==> src/design/b64d_pkg.sv <==
package b64d_pkg;

	localparam logic [7:0] CH_K     = 8'h4B;
	localparam logic [7:0] CH_T     = 8'h54;
	localparam logic [7:0] CH_A     = 8'h41;
	localparam logic [7:0] CH_J     = 8'h4A;
	localparam logic [7:0] CH_U     = 8'h55;
	localparam logic [7:0] CH_Z     = 8'h5A;
	localparam logic [7:0] CH_LA    = 8'h61;
	localparam logic [7:0] CH_LD    = 8'h64;
	localparam logic [7:0] CH_LE    = 8'h65;
	localparam logic [7:0] CH_LN    = 8'h6E;
	localparam logic [7:0] CH_LO    = 8'h6F;
	localparam logic [7:0] CH_LX    = 8'h78;
	localparam logic [7:0] CH_LY    = 8'h79;
	localparam logic [7:0] CH_LZ    = 8'h7A;
	localparam logic [7:0] CH_0     = 8'h30;
	localparam logic [7:0] CH_9     = 8'h39;
	localparam logic [7:0] CH_PLUS  = 8'h2B;
	localparam logic [7:0] CH_SLASH = 8'h2F;
	localparam logic [7:0] CH_PAD   = 8'h3D;

	typedef struct packed {
		logic       legal;
		logic [5:0] code;
	} sym_t;

	// One queued job expands into one to three result items.
	typedef struct packed {
		logic [23:0] word;
		logic [1:0]  nres;
		logic        byte_valid;
		logic        bad;
		logic        last;
	} b64d_job_t;

	function automatic sym_t sym_decode(input logic [7:0] c);
		sym_t       s;
		logic [7:0] d;
		s.legal = 1'b1;
		d = 8'd0;
		case (c) inside
			[CH_K:CH_T]:   d = c - CH_K;
			[CH_A:CH_J]:   d = c - CH_A + 8'd10;
			[CH_U:CH_Z]:   d = c - CH_U + 8'd20;
			[CH_LA:CH_LD]: d = c - CH_LA + 8'd26;
			[CH_LO:CH_LX]: d = c - CH_LO + 8'd30;
			[CH_LE:CH_LN]: d = c - CH_LE + 8'd40;
			CH_LY:         d = 8'd50;
			CH_LZ:         d = 8'd51;
			[CH_0:CH_9]:   d = c - CH_0 + 8'd52;
			CH_PLUS:       d = 8'd62;
			CH_SLASH:      d = 8'd63;
			default:       s.legal = 1'b0;
		endcase
		s.code = d[5:0];
		return s;
	endfunction

endpackage

==> src/design/b64d_if.sv <==
interface b64d_char_if;
	logic       valid;
	logic       ready;
	logic [7:0] char_in;
	logic       end_of_text;

	modport source(output valid, output char_in, output end_of_text, input ready);
	modport sink(input valid, input char_in, input end_of_text, output ready);
endinterface

interface b64d_byte_if;
	logic       valid;
	logic       ready;
	logic [7:0] data_byte;
	logic       byte_valid;
	logic       bad_input;
	logic       last_out;

	modport source(output valid, output data_byte, output byte_valid, output bad_input,
		output last_out, input ready);
	modport sink(input valid, input data_byte, input byte_valid, input bad_input,
		input last_out, output ready);
endinterface

==> src/design/b64d_front.sv <==
module b64d_front
	import b64d_pkg::*;
(
	input  logic            clk,
	input  logic            arst_n,
	b64d_char_if.sink       enc,
	input  logic            full,
	output logic            push,
	output b64d_job_t       job
);

	logic [17:0] acc_q;
	logic [1:0]  cnt_q;
	logic [17:0] acc_n;
	logic [1:0]  cnt_n;
	logic        accept;
	sym_t        sym;
	logic        eot;

	assign enc.ready = !full;
	assign accept    = enc.valid && !full;
	assign sym       = sym_decode(enc.char_in);
	assign eot       = enc.end_of_text;

	always_comb begin
		logic [17:0] acc_t;
		logic [1:0]  cnt_t;
		acc_t = acc_q;
		cnt_t = cnt_q;
		acc_n = acc_q;
		cnt_n = cnt_q;
		push  = 1'b0;
		job   = '0;
		if (enc.char_in != CH_PAD && !sym.legal) begin
			push     = 1'b1;
			job.nres = 2'd1;
			job.bad  = 1'b1;
			job.last = eot;
			if (eot) begin
				acc_n = '0;
				cnt_n = '0;
			end
		end else if (sym.legal && cnt_q == 2'd3) begin
			push           = 1'b1;
			job.word       = {acc_q, sym.code};
			job.nres       = 2'd3;
			job.byte_valid = 1'b1;
			job.last       = eot;
			acc_n          = '0;
			cnt_n          = '0;
		end else begin
			if (sym.legal) begin
				acc_t = {acc_q[11:0], sym.code};
				cnt_t = cnt_q + 2'd1;
			end
			acc_n = acc_t;
			cnt_n = cnt_t;
			if (eot) begin
				push     = 1'b1;
				job.last = 1'b1;
				job.nres = 2'd1;
				acc_n    = '0;
				cnt_n    = '0;
				case (cnt_t)
					2'd1: job.bad = 1'b1;
					2'd2: begin
						job.byte_valid = 1'b1;
						job.word       = {acc_t[11:4], 16'd0};
					end
					2'd3: begin
						job.byte_valid = 1'b1;
						job.nres       = 2'd2;
						job.word       = {acc_t[17:10], acc_t[9:2], 8'd0};
					end
					default: ;
				endcase
			end
		end
		if (!accept) begin
			push  = 1'b0;
			acc_n = acc_q;
			cnt_n = cnt_q;
		end
	end

	always_ff @(posedge clk or negedge arst_n) begin
		if (!arst_n) begin
			acc_q <= '0;
			cnt_q <= '0;
		end else begin
			acc_q <= acc_n;
			cnt_q <= cnt_n;
		end
	end

`ifndef SYNTHESIS
	a_eot_clears: assert property (@(posedge clk) disable iff (!arst_n)
		accept && eot |=> cnt_q == 2'd0 && acc_q == 18'd0)
		else $error("pending group survived the end of the text");
`endif

endmodule

==> src/design/b64d_fifo.sv <==
module b64d_fifo
	import b64d_pkg::*;
#(
	parameter int DEPTH = 4
) (
	input  logic      clk,
	input  logic      arst_n,
	input  logic      push,
	input  b64d_job_t wr_job,
	output logic      full,
	input  logic      pop,
	output logic      head_valid,
	output b64d_job_t head
);

	localparam int AW = (DEPTH > 1) ? $clog2(DEPTH) : 1;
	localparam int CW = $clog2(DEPTH + 1);

	b64d_job_t      mem_q [DEPTH];
	logic [AW-1:0]  wr_ptr_q;
	logic [AW-1:0]  rd_ptr_q;
	logic [CW-1:0]  count_q;

	assign full       = count_q == CW'(DEPTH);
	assign head_valid = count_q != '0;
	assign head       = mem_q[rd_ptr_q];

	always_ff @(posedge clk) begin
		if (push) begin
			mem_q[wr_ptr_q] <= wr_job;
		end
	end

	always_ff @(posedge clk or negedge arst_n) begin
		if (!arst_n) begin
			wr_ptr_q <= '0;
			rd_ptr_q <= '0;
			count_q  <= '0;
		end else begin
			if (push) begin
				wr_ptr_q <= (wr_ptr_q == AW'(DEPTH - 1)) ? '0 : wr_ptr_q + AW'(1);
			end
			if (pop) begin
				rd_ptr_q <= (rd_ptr_q == AW'(DEPTH - 1)) ? '0 : rd_ptr_q + AW'(1);
			end
			if (push && !pop) begin
				count_q <= count_q + CW'(1);
			end else if (pop && !push) begin
				count_q <= count_q - CW'(1);
			end
		end
	end

`ifndef SYNTHESIS
	a_no_overflow: assert property (@(posedge clk) disable iff (!arst_n)
		!(push && full))
		else $error("job written into a full queue");
	a_no_underflow: assert property (@(posedge clk) disable iff (!arst_n)
		!(pop && !head_valid))
		else $error("job taken from an empty queue");
`endif

endmodule

==> src/design/b64d_back.sv <==
module b64d_back
	import b64d_pkg::*;
(
	input  logic        clk,
	input  logic        arst_n,
	input  logic        head_valid,
	input  b64d_job_t   head,
	output logic        pop,
	b64d_byte_if.source dec
);

	logic [1:0] idx_q;
	logic       out_valid_q;
	logic [7:0] data_q;
	logic       byte_valid_q;
	logic       bad_q;
	logic       last_q;
	logic       load;
	logic       final_res;
	logic [7:0] sel_byte;

	assign load      = head_valid && (!out_valid_q || dec.ready);
	assign final_res = idx_q == head.nres - 2'd1;
	assign pop       = load && final_res;

	always_comb begin
		case (idx_q)
			2'd0:    sel_byte = head.word[23:16];
			2'd1:    sel_byte = head.word[15:8];
			default: sel_byte = head.word[7:0];
		endcase
	end

	always_ff @(posedge clk) begin
		if (load) begin
			data_q       <= sel_byte;
			byte_valid_q <= head.byte_valid;
			bad_q        <= head.bad;
			last_q       <= head.last && final_res;
		end
	end

	always_ff @(posedge clk or negedge arst_n) begin
		if (!arst_n) begin
			idx_q       <= '0;
			out_valid_q <= 1'b0;
		end else begin
			if (load) begin
				out_valid_q <= 1'b1;
				idx_q       <= final_res ? 2'd0 : idx_q + 2'd1;
			end else if (dec.ready) begin
				out_valid_q <= 1'b0;
			end
		end
	end

	assign dec.valid      = out_valid_q;
	assign dec.data_byte  = data_q;
	assign dec.byte_valid = byte_valid_q;
	assign dec.bad_input  = bad_q;
	assign dec.last_out   = last_q;

`ifndef SYNTHESIS
	a_idx_in_job: assert property (@(posedge clk) disable iff (!arst_n)
		idx_q != 2'd0 |-> head_valid && idx_q < head.nres)
		else $error("result index runs past the current job");
	a_empty_byte_zero: assert property (@(posedge clk) disable iff (!arst_n)
		out_valid_q && !byte_valid_q |-> data_q == 8'd0)
		else $error("nonzero data on an item without a byte");
`endif

endmodule

==> src/design/base64_custom_alphabet_decoder.sv <==
// Channel   Role   Payload
// enc       sink   char_in[7:0], end_of_text
// dec       source data_byte[7:0], byte_valid, bad_input, last_out
//
// One character is taken per cycle while the job queue has room.
// Each result item is loaded into the output register from the job at the queue head once
// the register is free or taken; a complete group gives three items, so dec sets the sustained rate.
// Reset clears the symbol state, the queue count and the output valid flag; no clearing pass.
// A stall on dec fills the queue, and enc.ready drops only when it is full.
module base64_custom_alphabet_decoder
	import b64d_pkg::*;
#(
	parameter int QUEUE_DEPTH = 4
) (
	input  logic        clk,
	input  logic        arst_n,
	b64d_char_if.sink   enc,
	b64d_byte_if.source dec
);

	logic      full;
	logic      push;
	b64d_job_t wr_job;
	logic      pop;
	logic      head_valid;
	b64d_job_t head;

	b64d_front u_front (
		.clk    (clk),
		.arst_n (arst_n),
		.enc    (enc),
		.full   (full),
		.push   (push),
		.job    (wr_job)
	);

	b64d_fifo #(
		.DEPTH (QUEUE_DEPTH)
	) u_fifo (
		.clk        (clk),
		.arst_n     (arst_n),
		.push       (push),
		.wr_job     (wr_job),
		.full       (full),
		.pop        (pop),
		.head_valid (head_valid),
		.head       (head)
	);

	b64d_back u_back (
		.clk        (clk),
		.arst_n     (arst_n),
		.head_valid (head_valid),
		.head       (head),
		.pop        (pop),
		.dec        (dec)
	);

endmodule

==> src/flat_wrapper.sv <==
// flat-port wrapper written by rule: the top's interface ports become plain ports
module base64_custom_alphabet_decoder_flat import b64d_pkg::*;
#(
	parameter int QUEUE_DEPTH = 4
)
  (clk, arst_n, enc_valid, enc_char_in, enc_end_of_text, enc_ready, dec_valid, dec_data_byte, dec_byte_valid, dec_bad_input, dec_last_out, dec_ready);
  b64d_char_if enc_i ();
  b64d_byte_if dec_i ();
  input  logic clk;
  input  logic arst_n;
  input wire logic [$bits(enc_i.valid)-1:0] enc_valid;
  input wire logic [$bits(enc_i.char_in)-1:0] enc_char_in;
  input wire logic [$bits(enc_i.end_of_text)-1:0] enc_end_of_text;
  output wire logic [$bits(enc_i.ready)-1:0] enc_ready;
  output wire logic [$bits(dec_i.valid)-1:0] dec_valid;
  output wire logic [$bits(dec_i.data_byte)-1:0] dec_data_byte;
  output wire logic [$bits(dec_i.byte_valid)-1:0] dec_byte_valid;
  output wire logic [$bits(dec_i.bad_input)-1:0] dec_bad_input;
  output wire logic [$bits(dec_i.last_out)-1:0] dec_last_out;
  input wire logic [$bits(dec_i.ready)-1:0] dec_ready;
  assign enc_i.valid = enc_valid;
  assign enc_i.char_in = enc_char_in;
  assign enc_i.end_of_text = enc_end_of_text;
  assign enc_ready = enc_i.ready;
  assign dec_valid = dec_i.valid;
  assign dec_data_byte = dec_i.data_byte;
  assign dec_byte_valid = dec_i.byte_valid;
  assign dec_bad_input = dec_i.bad_input;
  assign dec_last_out = dec_i.last_out;
  assign dec_i.ready = dec_ready;
  base64_custom_alphabet_decoder #(.QUEUE_DEPTH(QUEUE_DEPTH)) u_core (.clk(clk), .arst_n(arst_n), .enc(enc_i), .dec(dec_i));
endmodule
==> config.mk <==
export PLATFORM = sky130hd
export DESIGN_NAME = base64_custom_alphabet_decoder_flat
export DESIGN_NICKNAME = d
export VERILOG_FILES = /design/src/design/b64d_pkg.sv /design/src/design/b64d_if.sv /design/src/design/b64d_front.sv /design/src/design/b64d_fifo.sv /design/src/design/b64d_back.sv /design/src/design/base64_custom_alphabet_decoder.sv /design/src/flat_wrapper.sv
export SDC_FILE = /design/constraint.sdc
export NUM_CORES = 1
export LEC_CHECK = 0
export BUFFER_PORTS_ARGS = -buffer_cell sky130_fd_sc_hd__clkbuf_2
export CAP_MARGIN = 20
export CORE_UTILIZATION = 60
export CTS_CLUSTER_DIAMETER = 120
export DETAILED_ROUTE_END_ITERATION = 12
export HOLD_SLACK_MARGIN = 0.02
export PLACE_DENSITY = 0.78
export REMOVE_ABC_BUFFERS = 1
export SKIP_LAST_GASP = 1
export SYNTH_ARGS = -nofsm -noshare
export SYNTH_HDL_FRONTEND = slang
export SYNTH_SLANG_ARGS = --single-unit
==> constraint.sdc <==
create_clock -name clk -period 4.7 [get_ports clk]
set_clock_uncertainty 0.2 [all_clocks]
set_input_delay 0.705 -clock clk [delete_from_list [all_inputs] [get_ports clk]]
set_output_delay 0.705 -clock clk [all_outputs]
set_load 0.005 [all_outputs]
# After elaboration in Yosys (flattened, before gate mapping)
# Memories as Yosys holds them, arrays and structs flattened.
# Cells that the tools add are included.
[word_totals]
elab_cells = 151
out_inout_bits = 13
ramBits = 116
regBits = 41
memories = 1
[mem_list]
columns = ["memory", "words", "word_bits", "rd", "rd_clocked_by_memory_dff", "write_ports", "line", "text"]
rows = [
  ["u_core.u_fifo.mem_q", 4, 29, 1, 0, 1, "b64d_fifo.sv:19", "b64d_job_t mem_q [DEPTH];"],
]
[op_classes]
magnitude_cmp = 14
reduce_logical = 29
n_eq_ne = 15
n_mux = 60
add_sub_neg = 20
[op_table]
columns = ["op", "count"]
rows = [
  ["18-bit 2-to-1 mux", 5],
  ["6-bit 2-to-1 mux", 11],
  ["8-bit by 7-bit >= comparator with 1-bit output (second input constant)", 6],
  ["8-bit by 7-bit less-or-equal comparator with 1-bit output (second input constant)", 6],
  ["24-bit one-hot mux with 2 select lines", 1],
  ["29-bit 2-to-1 mux", 1],
  ["27-bit 2-to-1 mux", 1],
  ["2-bit 2-to-1 mux", 13],
  ["1-bit 2-to-1 mux", 24],
  ["24-bit 2-to-1 mux", 1],
  ["6-bit subtractor (second input constant)", 4],
  ["6-bit by 5-bit adder with 6-bit output (second input constant)", 3],
  ["8-bit by 6-bit equality test with 1-bit output (second input constant)", 2],
  ["8-bit by 7-bit equality test with 1-bit output (second input constant)", 2],
  ["8-bit one-hot mux with 2 select lines", 1],
  ["1-bit logical AND", 15],
  ["6-bit adder (second input constant)", 2],
  ["2-bit equality test (second input constant)", 5],
  ["2-bit by 1-bit adder with 2-bit output (second input constant)", 4],
  ["8-bit by 6-bit >= comparator with 1-bit output (second input constant)", 1],
  ["8-bit by 6-bit less-or-equal comparator with 1-bit output (second input constant)", 1],
  ["8-bit by 6-bit != test with 1-bit output (second input constant)", 1],
  ["6-bit by 4-bit adder with 6-bit output (second input constant)", 1],
  ["3-bit 2-to-1 mux", 2],
  ["18 further kinds", 25],
]

# Depth between registers and ports, before layout
# Gate-level depths: netlist of run 1.
[depth]
depth_word = 21
ltp_mapped = 17

# Modules after synthesis
# From an unflattened synthesis of run 1, not the netlist that was laid out.
[unflattened]
hier_cells = 565
area_unflattened_um2 = 7811.2
[by_module_without_submodules]
columns = ["module", "area_each_um2", "n_inst", "seq_area_each_um2", "cells_each"]
rows = [
  ["b64d_fifo", 4601.9, 1, 3658.5, 188],
  ["b64d_front", 2517.4, 1, 500.5, 313],
  ["b64d_back", 691.9, 1, 405.4, 64],
]

# Worst setup path after synthesis of run 1
# No wires, ideal clock.
[synth_path]
kind = "input port to flip-flop"
from = "input port enc_char_in[3]"
to = "memory u_core.u_fifo.mem_q[0][0] (netlist bit) (enable)"
required_time_ns = 4.042
path_stages = 10
arrival_time_ns = 4.948
n_path_buf = 1
path_slack_ns = -0.905
cell_sequence = "clkbuf_1 -> inv_1 -> ha_1 -> a21oi_1 -> a2111o_1 -> o41ai_4 -> or3_4 -> o21ai_4 -> a21oi_1 -> nor3b_1"
[synth_via]
elab_chain_cells = 18
elab_cells_between_ends = 45
[synth_rtl]
columns = ["element", "line", "text"]
rows = [
  ["from (decl)", "flat_wrapper.sv:12", "input wire logic [$bits(enc_i.char_in)-1:0] enc_char_in;"],
  ["parallel branches: the longest is 14 deep, another holds 8-bit by 6-bit >= comparator with 1-bit output", "-", ""],
  ["1-bit 2-to-1 mux (*)", "b64d_front.sv:34", "if (enc.char_in != CH_PAD && !sym.legal) begin"],
  ["1-bit 2-to-1 mux (*)", "b64d_front.sv:79", "if (!accept) begin"],
  ["1-bit 2-to-1 mux (*)", "b64d_fifo.sv:29", "if (push) begin"],
  ["1-bit 2-to-1 mux (not written as such) (*)", "b64d_fifo.sv:30", "mem_q[wr_ptr_q] <= wr_job;"],
  ["to (decl)", "b64d_fifo.sv:19", ""],
]
# Every way passes the cells marked *.

# Worst setup path after layout of run 1
[layout_path]
from = "input port enc_char_in[0]"
to = "register u_core.u_fifo.count_q[1]"
[layout_via]
elab_chain_cells = 19
elab_cells_between_ends = 48
[layout_rtl]
columns = ["element", "line", "text"]
rows = [
  ["parallel branches: the longest is 14 deep, another holds 8-bit by 6-bit >= comparator with 1-bit output", "-", ""],
  ["1-bit 2-to-1 mux (*)", "b64d_front.sv:34", ""],
  ["1-bit 2-to-1 mux (*)", "b64d_front.sv:79", ""],
  ["named net u_core.push", "base64_custom_alphabet_decoder.sv:22", "logic push;"],
  ["1-bit logical NOT", "b64d_fifo.sv:48", "end else if (pop && !push) begin"],
  ["1-bit logical AND", "b64d_fifo.sv:48", ""],
  ["2-bit nonzero test (no source line)", "-", ""],
  ["to (signal assigned)", "b64d_fifo.sv:47", "count_q <= count_q + CW'(1);"],
  ["to (signal assigned)", "b64d_fifo.sv:49", "count_q <= count_q - CW'(1);"],
  ["to (decl)", "b64d_fifo.sv:22", "logic [CW-1:0] count_q;"],
]
# Mark *: on every way through the listed nets, which the timed path passes.
# A chain may end at the register's enable or synchronous reset.

==> run summary, run 1 <==
* **outcome** complete, no violations
* **IR Drop Worst-Case VDD** 0.347 mV
* **vias per std cell** 6.80
* **number of different library cells in the post-synthesis netlist** 89
* **Hold Violations, Final** 0
* **fin crit share** 85.9%
* **timing-limited maximum frequency** 248 MHz
* **total of warnings raised by yosys** 0
* **routability congestion estimate** 0.900
* **termination of the worst setup path** u_core.u_fifo.count_q[1]$_DFFE_PN0P_
* **Avg Synthesized Cell Area** 14.0 µm²
* **half-perimeter wire length after placement** 12200 µm
* **Post-route DRC** 0
* **All-Layer GR Usage** 30.1%
* **grt ovf** 0
* **met1 track demand over resource** 39.7%
* **worst setup slack before clock tree synthesis** 0.270 ns
* **Slew Limit Headroom** 47.7%
* **Rows** 41
* **Vias** 5301
* **instance count of the mapped netlist** 561
* **data arrival at the endpoint of the critical path** 4.15 ns
* **Initial Util** 61.9%
* **proportion of layout cells with a drive suffix above 1** 23.6%
* **slew at the pin closest to its max-slew limit** 0.784 ns
* **flip-flop and latch count after synthesis** 157
* **Die Span Y** 117 µm
* **maximum fanout along the worst path** 11
* **busiest layer in global routing** met2
* **Layout fillers** 908
* **commonest non-fill, non-tap cell in the layout** sky130_fd_sc_hd__edfxtp_1
* **count of final max-slew check failures** 0
* **Req. time, crit path** 4.81 ns
* **shortest clock period the worst path allows after layout** 4.04 ns
* **worst path bufs/invs** 3
* **wire length of the first global-routing pass** 29200 µm
* **area of the mapped netlist** 7880 µm²
* **pin count of the biggest net entering global routing** 31
* **Hold WC Path Type** in -> async
* **number of buffers inserted by hold repair at cts** 0
* **Lkg Pwr** 0.00317 µW
* **number of non-filler instances in the completed layout** 779
* **Total Die Area** 13600 µm²
* **final wirelength** 19200 µm
* **input/output buffers** 25
* **number of antenna diodes** 0
* **level count of the clock H-tree** 4
* **number of antenna violations at the first check in global routing** 0
* **Async SR Flop Fraction** 19.1%
* **clock transition at the register clock pins on the worst setup and hold paths after CTS** 0.06 ns
* **setup slack after layout** 0.664 ns
* **DRT antenna net count** 0
* **WS Path Type** in -> reg
* **cell chain of the critical path** clkbuf_2, inv_1, ha_1, nand2_1, nor2_1, o41ai_4, or3_4, o21ai_4, a21oi_1, nor2_1, ha_1, inv_1, fa_1, mux2_2
* **number of global-route vias before repair** 5169
* **CP startpoint kind** primary input
* **total power density per cell area** 532 nW/µm²
* **Top-Level Pins** 26
* **total power draw** 4720 µW
* **CTS tree** built
* **Clock Path Buffers** 2
* **total placed cells including tap cells** 747
* **footprint of the flip-flops and latches** 4570 µm²
* **number of cells traversed by the worst register-to-register path** 11
* **Multi-input gate area** 3120 µm²
* **area of the core region** 12700 µm²
* **average wire length per cell after detail routing** 24.6 µm
* **path length in cells of the critical path** 14
* **cell area reported after detailed placement** 8290 µm²
* **most frequently used flop master after synthesis** sky130_fd_sc_hd__edfxtp_1
* **launching instance or port of the critical path** enc_char_in[0]
* **setup repair after global routing missed its margin** no
* **met2 Use GR** 49.5%
* **Hold Worst Slack** 0.152 ns
* **slowest CP cell** sky130_fd_sc_hd__o41ai_4
* **startpoint of the worst register-to-register path** u_core.u_fifo.rd_ptr_q[0]$_DFFE_PN0P_
* **register-to-register path setup slack** 1.38 ns
* **count of buffers added by post-CTS timing repair for setup** 0
* **leading cell types in the layout, fill and taps excluded** sky130_fd_sc_hd__edfxtp_1 (127), sky130_fd_sc_hd__mux4_2 (29), sky130_fd_sc_hd__dfrtp_1 (29)
* **CP top delay family** compound AO/OA/AOI/OAI gates
* **clock latency at the later pin of the worst-skew pair** 0.43 ns
* **root buffer selected by CTS** sky130_fd_sc_hd__clkbuf_16
* **PostCTS Resize Cnt** 0
* **Worst setup EP type** flip-flop
* **number of detailed-route iterations in the first pass** 5
* **Seq/Total Area, Yosys** 57.9%
* **total non-filler cell area in the finished layout** 8880 µm²
* **count of endpoints failing setup in the final report** 0
* **clk sink count** 157
* **met3 GRT Util** 5.19%
* **r2r endpoint** u_core.u_fifo.count_q[2]$_DFFE_PN0P_
* **TritonCTS Buffers** 17
* **max cap viols** 0
* **area delta synth->final** 12.7%
* **delay of the slowest cell on the worst path** 0.56 ns
* **DRT iter0 DRCs** 622
* **Chip Width** 117 µm
* **number of flops mapped to enable cells by yosys** 127
* **post-layout net count** 626
-- cell usage after synthesis, types with 5 or more instances --
cell	number	area share, %
sky130_fd_sc_hd__nor3_1	12	0.76
sky130_fd_sc_hd__a31oi_1	9	0.71
sky130_fd_sc_hd__and2_1	10	0.79
sky130_fd_sc_hd__ha_1	18	2.9
sky130_fd_sc_hd__buf_2	11	0.70
sky130_fd_sc_hd__o21ai_0	13	0.83
sky130_fd_sc_hd__dfrtp_1	30	9.5
sky130_fd_sc_hd__a221o_1	8	1.0
sky130_fd_sc_hd__a21oi_1	22	1.4
sky130_fd_sc_hd__o211ai_1	5	0.48
sky130_fd_sc_hd__mux4_2	29	8.3
sky130_fd_sc_hd__nor2b_1	11	0.87
sky130_fd_sc_hd__and3_1	6	0.48
sky130_fd_sc_hd__edfxtp_1	127	48
sky130_fd_sc_hd__o21ai_1	6	0.38
sky130_fd_sc_hd__clkbuf_1	10	0.48
sky130_fd_sc_hd__nand3_1	14	0.89
sky130_fd_sc_hd__o2bb2ai_1	6	0.67
sky130_fd_sc_hd__a22o_1	26	2.9
sky130_fd_sc_hd__inv_1	17	0.81
sky130_fd_sc_hd__nor2_1	26	1.2
sky130_fd_sc_hd__nand2_1	23	1.1
-- final cells by class --
class | instances | share of cell area, %
Clock buffer | 17 | 4.79
Clock inverter | 15 | 1.82
Inverter | 19 | 0.803
Multi-Input combinational cell | 354 | 35.1
Sequential cell | 157 | 51.4
Tap cell | 172 | 2.42
Timing Repair Buffer | 45 | 3.66
-- where the power goes --
| group | total, µW | internal, µW | switching, µW |
|---|---|---|---|
| clock network | 1360 | 792 | 571 |
| logic | 1360 | 616 | 743 |
| registers | 2000 | 1840 | 154 |
-- how the worst min path moves through the flow --
stage | slack (ns) | startpoint | endpoint | cells past startpoint
global route | 0.21 | arst_n | u_core.u_front.acc_q[10]$_DFFE_PN0P_ | 1
finish | 0.15 | arst_n | u_core.u_front.acc_q[10]$_DFFE_PN0P_ | 1
global placement | 0.28 | u_core.u_fifo.count_q[2]$_DFFE_PN0P_ | u_core.u_fifo.count_q[2]$_DFFE_PN0P_ | 1
CTS | 0.17 | arst_n | u_core.u_back.idx_q[0]$_DFFE_PN0P_ | 1
detailed placement | 0.30 | u_core.u_front.acc_q[13]$_DFFE_PN0P_ | u_core.u_front.acc_q[13]$_DFFE_PN0P_ | 1
floorplan | 0.21 | arst_n | u_core.u_back.dec.valid$_DFFE_PN0P_ | 0
-- routing by layer --
layer  wire [µm]  vias up
met1        7620     2634
met3        1370       49
met2        9640      287
li1            -     2331
met4         544        0
met5           0        -
-- through the flow --
stage / TNS (ns) / util, %
2_1_floorplan: -105.24 / -
6_report: 0 / 69.8
3_3_place_gp: 0 / 65.2
4_1_cts: 0 / 69.8
5_1_grt: 0 / 69.8
3_5_place_dp: 0 / 65.2
-- flip-flops by register name (all words and copies together) (netlist names), 2 cells and up --
register and flops:
u_core.u_front.acc_q 18, u_core.u_fifo.rd_ptr_q 2, u_core.u_fifo.count_q 3, u_core.u_back.idx_q 2, u_core.u_back.dec.data_byte 8, u_core.u_fifo.mem_q 116
u_core.u_front.cnt_q 2, u_core.u_fifo.wr_ptr_q 2
-- kinds of logic (layout without fill, tap and decap cells) --
family                     Yosys count  after routing  synth area share (%)
and+or+nand+nor                    135            135                  9.68
adders and majority gates           19             19                  3.11
muxes                               36             36                  9.22
xor gates and xnor gates             7              7                 0.778
DFF                                157            157                  57.9
AOI/OAI and AO/OA                  157            157                  16.4
buffers and inverters               50             96                  2.86
(Power assumes the default switching activity.)
==> inputs of run 2 (changes only) <==
--- a/config.mk
+++ b/config.mk
@@ -7,11 +7,11 @@
 export LEC_CHECK = 0
 export BUFFER_PORTS_ARGS = -buffer_cell sky130_fd_sc_hd__clkbuf_2
 export CAP_MARGIN = 20
-export CORE_UTILIZATION = 60
+export CORE_UTILIZATION = 35
 export CTS_CLUSTER_DIAMETER = 120
 export DETAILED_ROUTE_END_ITERATION = 12
 export HOLD_SLACK_MARGIN = 0.02
-export PLACE_DENSITY = 0.78
+export PLACE_DENSITY = 0.51
 export REMOVE_ABC_BUFFERS = 1
 export SKIP_LAST_GASP = 1
 export SYNTH_ARGS = -nofsm -noshare
==> run 2 against run 1 <==
The flow now finishes with violations (DRC). Power increased by 0.78%. Critical path type unchanged. Utilization decreased by 28 points. Setup slack improved by 0.11 ns. Combinational power about the same. Critical path depth increased by 3. Critical endpoint is now u_core.u_fifo.count_q[2]$_DFFE_PN0P_.
==> run summary, run 2 (synthesis results as in run 1) <==
* **outcome** complete, but fails checks
* **failing checks** DRC
* **data arrival at the endpoint of the critical path** 4.07 ns, -0.08 ns
* **Post-route DRC** 4, +4
* **count of final max-slew check failures** 0, unchanged
* **count of buffers added by post-CTS timing repair for setup** 0, unchanged
* **setup slack after layout** 0.778 ns, +0.115 ns
* **Largest register FFs** 116, unchanged
* **root buffer selected by CTS** sky130_fd_sc_hd__clkbuf_16
* **All-Layer GR Usage** 17.9%, -12 points
* **vias per std cell** 5.69, -16%
* **average wire length per cell after detail routing** 22.0 µm, -11%
* **leading cell types in the layout, fill and taps excluded** sky130_fd_sc_hd__edfxtp_1 (127), sky130_fd_sc_hd__mux4_2 (29), sky130_fd_sc_hd__dfrtp_1 (29)
* **DRT antenna net count** 0, unchanged
* **worst setup slack before clock tree synthesis** 0.375 ns, +0.104 ns
* **pin count of the biggest net entering global routing** 31, unchanged
* **Total Die Area** 23100 µm², +70%
* **half-perimeter wire length after placement** 13400 µm, +10%
* **summed negative setup slack over all endpoints** 0 ns, unchanged
* **input/output buffers** 25, unchanged
* **fin crit share** 83.4%, -2.4 points
* **WS Path Type** in -> reg
* **count of endpoints failing setup in the final report** 0, unchanged
* **wire length of the first global-routing pass** 31200 µm, +6.7%
* **total non-filler cell area in the finished layout** 9080 µm², +2.2%
* **Hold Violations, Final** 0, unchanged
* **cell area reported after detailed placement** 8460 µm², +2.0%
* **TritonCTS Buffers** 17, unchanged
* **timing-limited maximum frequency** 255 MHz, +2.9%
* **Worst setup EP type** flip-flop
* **final wirelength** 19600 µm, +2.2%
* **CP startpoint kind** primary input
* **IR Drop Worst-Case VDD** 0.299 mV, -14%
* **max cap viols** 0, unchanged
* **total power draw** 4760 µW, +0.78%
* **level count of the clock H-tree** 4, unchanged
* **PostCTS Resize Cnt** 0, unchanged
* **total power density per cell area** 524 nW/µm², -1.4%
* **Req. time, crit path** 4.85 ns, +0.04 ns
* **Hold WC Path Type** in -> async
* **number of global-route vias before repair** 5231, +1.2%
* **setup repair after global routing missed its margin** no
* **Top-Level Pins** 26, unchanged
* **grt ovf** 0, unchanged
* **post-layout net count** 630, +0.64%
* **number of antenna diodes** 0, unchanged
* **maximum fanout along the worst path** 11, unchanged
* **number of detailed-route iterations in the first pass** 12, +7
* **DRT iter0 DRCs** 304, -51%
* **shortest clock period the worst path allows after layout** 3.92 ns, -0.115 ns
* **commonest non-fill, non-tap cell in the layout** sky130_fd_sc_hd__edfxtp_1
* **number of antenna violations at the first check in global routing** 0, unchanged
* **area delta synth->final** 15.2%
* **slew at the pin closest to its max-slew limit** 0.842 ns, +0.0580 ns
* **proportion of layout cells with a drive suffix above 1** 23.9%, +0.34 points
* **clock latency at the later pin of the worst-skew pair** 0.42 ns, about the same
* **routability congestion estimate** 0.857, -4.8%
* **Clock Path Buffers** 2, unchanged
* **Lkg Pwr** 0.00319 µW, +0.62%
* **number of buffers inserted by hold repair at cts** 0, unchanged
* **clock transition at the register clock pins on the worst setup and hold paths after CTS** 0.06 ns, about the same
* **area of the core region** 22000 µm², +73%
* **CTS tree** built
* **Rows** 54, +32%
* **Die Span Y** 152 µm, +30%
* **core utilization of the finished layout** 41.3%, -28 points
* **Initial Util** 35.9%, -26 points
* **most flop-heavy register** u_core.u_fifo.mem_q
* **Slew Limit Headroom** 43.9%, -3.9 points
* **clk sink count** 157, unchanged
* **Vias** 5073, -4.3%
* **Chip Width** 152 µm, +30%
[run 2: changes by cell type in the layout (fill, tap and decap cells not counted), sizes merged]
cell,before,now
clkinvlp,0,4
buf,20,24
bufinv,2,4
inv,24,21
clkinv,8,5
[run 2: critical path, stage by stage]
cell                       delay [ns]
sky130_fd_sc_hd__clkbuf_2        0.18
sky130_fd_sc_hd__inv_1           0.25
sky130_fd_sc_hd__ha_1            0.35
sky130_fd_sc_hd__nand2_1         0.13
sky130_fd_sc_hd__nor2_1          0.30
sky130_fd_sc_hd__nor3_1          0.09
sky130_fd_sc_hd__buf_4           0.17
sky130_fd_sc_hd__or3_4           0.41
sky130_fd_sc_hd__o21ai_4         0.17
sky130_fd_sc_hd__a21oi_1         0.10
sky130_fd_sc_hd__nor2_1          0.13
sky130_fd_sc_hd__ha_1            0.21
sky130_fd_sc_hd__inv_1           0.06
sky130_fd_sc_hd__fa_1            0.37
sky130_fd_sc_hd__xor2_1          0.16
sky130_fd_sc_hd__nor2_1          0.11
sky130_fd_sc_hd__xor2_1          0.15
[run 2: where the power goes]
part / leakage [µW] / switching, µW / total (µW) / internal [µW]
logic: 0.00132 / 732 / 1350 / 617
registers: 0.00157 / 134 / 1980 / 1840
clock network: 0.000289 / 546 / 1430 / 886
[run 2: area by class of cell]
class                   count  area, µm²
fillers                  2019      12900
flip-flops and latches    157       4570
multi-input cells         354       3120
clock buffers              17        425
repair buffers             49        355
well taps                 280        350
clock inverters            15        193
inverters                  19       71.3
[run 2: worst paths after layout]
kind,from,end,slack (ns),cells past startpoint
max,enc_char_in[0],u_core.u_fifo.count_q[2]$_DFFE_PN0P_,0.78,17
min,arst_n,u_core.u_fifo.rd_ptr_q[1]$_DFFE_PN0P_,0.18,1
max reg2reg,u_core.u_fifo.rd_ptr_q[0]$_DFFE_PN0P_,u_core.u_fifo.count_q[2]$_DFFE_PN0P_,1.41,11
min reg2reg,u_core.u_fifo.count_q[2]$_DFFE_PN0P_,u_core.u_fifo.count_q[2]$_DFFE_PN0P_,0.30,1
max in group asynchronous,arst_n,u_core.u_fifo.rd_ptr_q[0]$_DFFE_PN0P_,3.55,1
min in group clk,dec_ready,u_core.u_back.dec.valid$_DFFE_PN0P_,0.28,2
[run 2: metrics by stage]
step                      std cells  hold WS (ns)
final                           891         0.177
after global routing            891         0.227
after CTS                       891         0.182
after detailed placement        859         0.289
after global placement          859         0.278
after floorplan                 530         0.209
[run 2: routing by layer]
layer	vias to the layer above	GRT usage (%)	routed length, µm	part of all wire, %
li1	2333	-	-	-
met1	2599	22.2	8440	43
met4	0	6.66	365	1.9
met3	25	2.85	571	2.9
met5	-	0	0	0
met2	116	31.3	10200	52
==> inputs of run 3 (changes only) <==
--- a/config.mk
+++ b/config.mk
@@ -11,7 +11,7 @@
 export CTS_CLUSTER_DIAMETER = 120
 export DETAILED_ROUTE_END_ITERATION = 12
 export HOLD_SLACK_MARGIN = 0.02
-export PLACE_DENSITY = 0.51
+export PLACE_DENSITY = 0.53
 export REMOVE_ABC_BUFFERS = 1
 export SKIP_LAST_GASP = 1
 export SYNTH_ARGS = -nofsm -noshare
==> constraint.sdc (replaced) <==
create_clock -name clk -period 3.2 [get_ports clk]
set_clock_uncertainty 0.2 [all_clocks]
set_input_delay 0.48 -clock clk [delete_from_list [all_inputs] [get_ports clk]]
set_output_delay 0.48 -clock clk [all_outputs]
set_load 0.005 [all_outputs]
==> run 3 against run 2 <==
The flow still finishes with violations (DRC). Cell count rose by 9.9%. Via count rose by 7.8%. Worst hold slack got worse by 0.12 ns. Non-clock buffer count rose by 88. Critical path type unchanged.
==> run summary, run 3 (synthesis results as in run 1) <==
* **final wirelength** 19900 µm, +1.6%
* **Slew Limit Headroom** 45.3%, +1.4 points
* **vias per std cell** 5.59, -1.8%
* **IR Drop Worst-Case VDD** 0.447 mV, +49%
* **clk sink count** 157, unchanged
* **count of final max-slew check failures** 0, unchanged
* **Total Die Area** 23100 µm², unchanged
* **post-layout net count** 718, +14%
* **WS Path Type** in -> reg
* **setup repair after global routing missed its margin** yes
* **grt ovf** 0, unchanged
* **Vias** 5471, +7.8%
* **Hold Worst Slack** 0.0535 ns, -0.124 ns
* **Layout fillers** 1968, -2.5%
* **clock latency at the later pin of the worst-skew pair** 0.42 ns, about the same
* **DRT iter0 DRCs** 311, +2.3%
* **TritonCTS Buffers** 17, unchanged
* **root buffer selected by CTS** sky130_fd_sc_hd__clkbuf_16
* **Die Span Y** 152 µm, unchanged
* **core utilization of the finished layout** 45.1%, +3.8 points
* **max cap viols** 0, unchanged
* **timing-limited maximum frequency** 324 MHz
* **Initial Util** 35.9%, unchanged
* **delay of the slowest cell on the worst path** 0.37 ns, -0.04 ns
* **Top-Level Pins** 26, unchanged
* **Clock Path Buffers** 2, unchanged
* **pin count of the biggest net entering global routing** 31, unchanged
* **wire length of the first global-routing pass** 31800 µm, +2.2%
* **routability congestion estimate** 0.896, +4.5%
* **number of antenna violations at the first check in global routing** 0, unchanged
* **input/output buffers** 25, unchanged
* **CTS tree** built
* **Req. time, crit path** 3.35 ns, -1.50 ns
* **All-Layer GR Usage** 17.9%, +0.063 points
* **startpoint of the worst register-to-register path** u_core.u_fifo.rd_ptr_q[0]$_DFFE_PN0P_
* **total power density per cell area** 724 nW/µm², +38%
* **Worst Hold Launch** dec_ready
* **total power draw** 7170 µW, +51%
* **shortest clock period the worst path allows after layout** 3.09 ns
* **Hold Violations, Final** 0, unchanged
* **number of non-filler instances in the completed layout** 979, +9.9%
* **cell chain of the critical path** clkbuf_2, inv_2, ha_2, nand2b_1, a21oi_4, o31ai_4, or3_4, o21ai_4, a21oi_2, nor2_1, ha_2, inv_1, fa_1, xor2_1, nor2_1, xor2_1
* **leading cell types in the layout, fill and taps excluded** sky130_fd_sc_hd__edfxtp_1 (127), sky130_fd_sc_hd__buf_4 (105), sky130_fd_sc_hd__mux4_2 (29), sky130_fd_sc_hd__dfrtp_1 (29)
* **total non-filler cell area in the finished layout** 9910 µm², +9.2%
* **commonest non-fill, non-tap cell in the layout** sky130_fd_sc_hd__edfxtp_1
* **Largest register FFs** 116, unchanged
* **average wire length per cell after detail routing** 20.3 µm, -7.5%
* **launching instance or port of the critical path** enc_char_in[1]
* **CP startpoint kind** primary input
* **Post-route DRC** 4, unchanged
* **count of endpoints failing setup in the final report** 0, unchanged
* **fin crit share** 96.4%
* **slew at the pin closest to its max-slew limit** 0.821 ns, -0.0209 ns
* **data arrival at the endpoint of the critical path** 3.24 ns, -0.83 ns
* **area of the core region** 22000 µm², unchanged
* **Hold WC Path Type** in -> reg
* **outcome** complete, but fails checks
* **Worst setup EP type** flip-flop
* **DRT antenna net count** 0, unchanged
* **Lkg Pwr** 0.00364 µW, +14%
* **level count of the clock H-tree** 4, unchanged
* **number of detailed-route iterations in the first pass** 9, -3
* **Chip Width** 152 µm, unchanged
* **failing checks** DRC
* **Rows** 54, unchanged
* **most flop-heavy register** u_core.u_fifo.mem_q
* **slowest CP cell** sky130_fd_sc_hd__fa_1
* **proportion of layout cells with a drive suffix above 1** 36.5%, +13 points
* **cell area reported after detailed placement** 9110 µm², +7.8%
* **maximum fanout along the worst path** 5, -6
* **number of global-route vias before repair** 5635, +7.7%
* **clock transition at the register clock pins on the worst setup and hold paths after CTS** 0.07 ns, about the same
* **register-to-register path setup slack** 0.17 ns, -1.24 ns
* **area delta synth->final** 25.7%
* **half-perimeter wire length after placement** 14300 µm, +6.9%
* **number of antenna diodes** 0, unchanged
* **total placed cells including tap cells** 943, +9.8%
## run 3: worst paths after layout
| kind | end | cells past startpoint |
|---|---|---|
| max in group asynchronous | u_core.u_fifo.rd_ptr_q[0]$_DFFE_PN0P_ | 2 |
| max | u_core.u_fifo.count_q[2]$_DFFE_PN0P_ | 16 |
| min in group asynchronous | u_core.u_back.dec.valid$_DFFE_PN0P_ | 2 |
| max reg2reg | u_core.u_fifo.count_q[2]$_DFFE_PN0P_ | 11 |
| min | u_core.u_back.dec.valid$_DFFE_PN0P_ | 2 |
| min reg2reg | u_core.u_fifo.count_q[2]$_DFFE_PN0P_ | 1 |
## run 3: critical path: cells and delay by family
family	cells	cell delay, ns
adders and majority gates	3	0.79
AOI/OAI and AO/OA	4	0.61
xor gates and xnor gates	2	0.31
and+or+nand+nor	4	0.81
buffers and inverters	3	0.25
## run 3: area by class of cell
| cell class | count | area (µm²) | share of cell area [%] |
|---|---|---|---|
| clock buffers | 18 | 429 | 4.33 |
| multi-input cells | 354 | 3250 | 32.8 |
| well taps | 280 | 350 | 3.54 |
| clock inverters | 14 | 190 | 1.92 |
| flip-flops and latches | 157 | 4570 | 46.1 |
| repair buffers | 137 | 1050 | 10.6 |
| inverters | 19 | 75.1 | 0.758 |
## run 3: routing by layer
layer  wire length (µm)  global-route usage, %  share of wire, %  vias to the layer above
li1                   -                      -                 -                     2522
met1               8450                   22.0                42                     2779
met2              10300                   31.7                52                      142
met3                677                   3.11               3.4                       28
met4                445                   6.37               2.2                        0
met5                  0                      0                 0                        -
## run 3: where the power goes
part	leakage (µW)	total (µW)	switching, µW	internal [µW]
combinational	0.00177	2190	1130	1060
sequential	0.00157	2870	162	2710
clock	0.000294	2110	805	1310
total	0.00364	7170	2100	5070
## run 3: repair_timing
action | 4_1_cts | 5_1_grt
resized for setup | 0 | 33
hold buffers | 1 | 0
hold endpoints to repair | 30 | 0
setup buffers | 0 | 3
endpoints found under the setup margin | 0 | 26
## run 3: stage by stage
stage	setup slack, ns	TNS [ns]
finish	0.114	0
global route	-0.0991	-0.0991
CTS	0.00371	0
detailed placement	-0.434	-46.20
global placement	-0.383	-36.99
floorplan	-2.18	-287.08
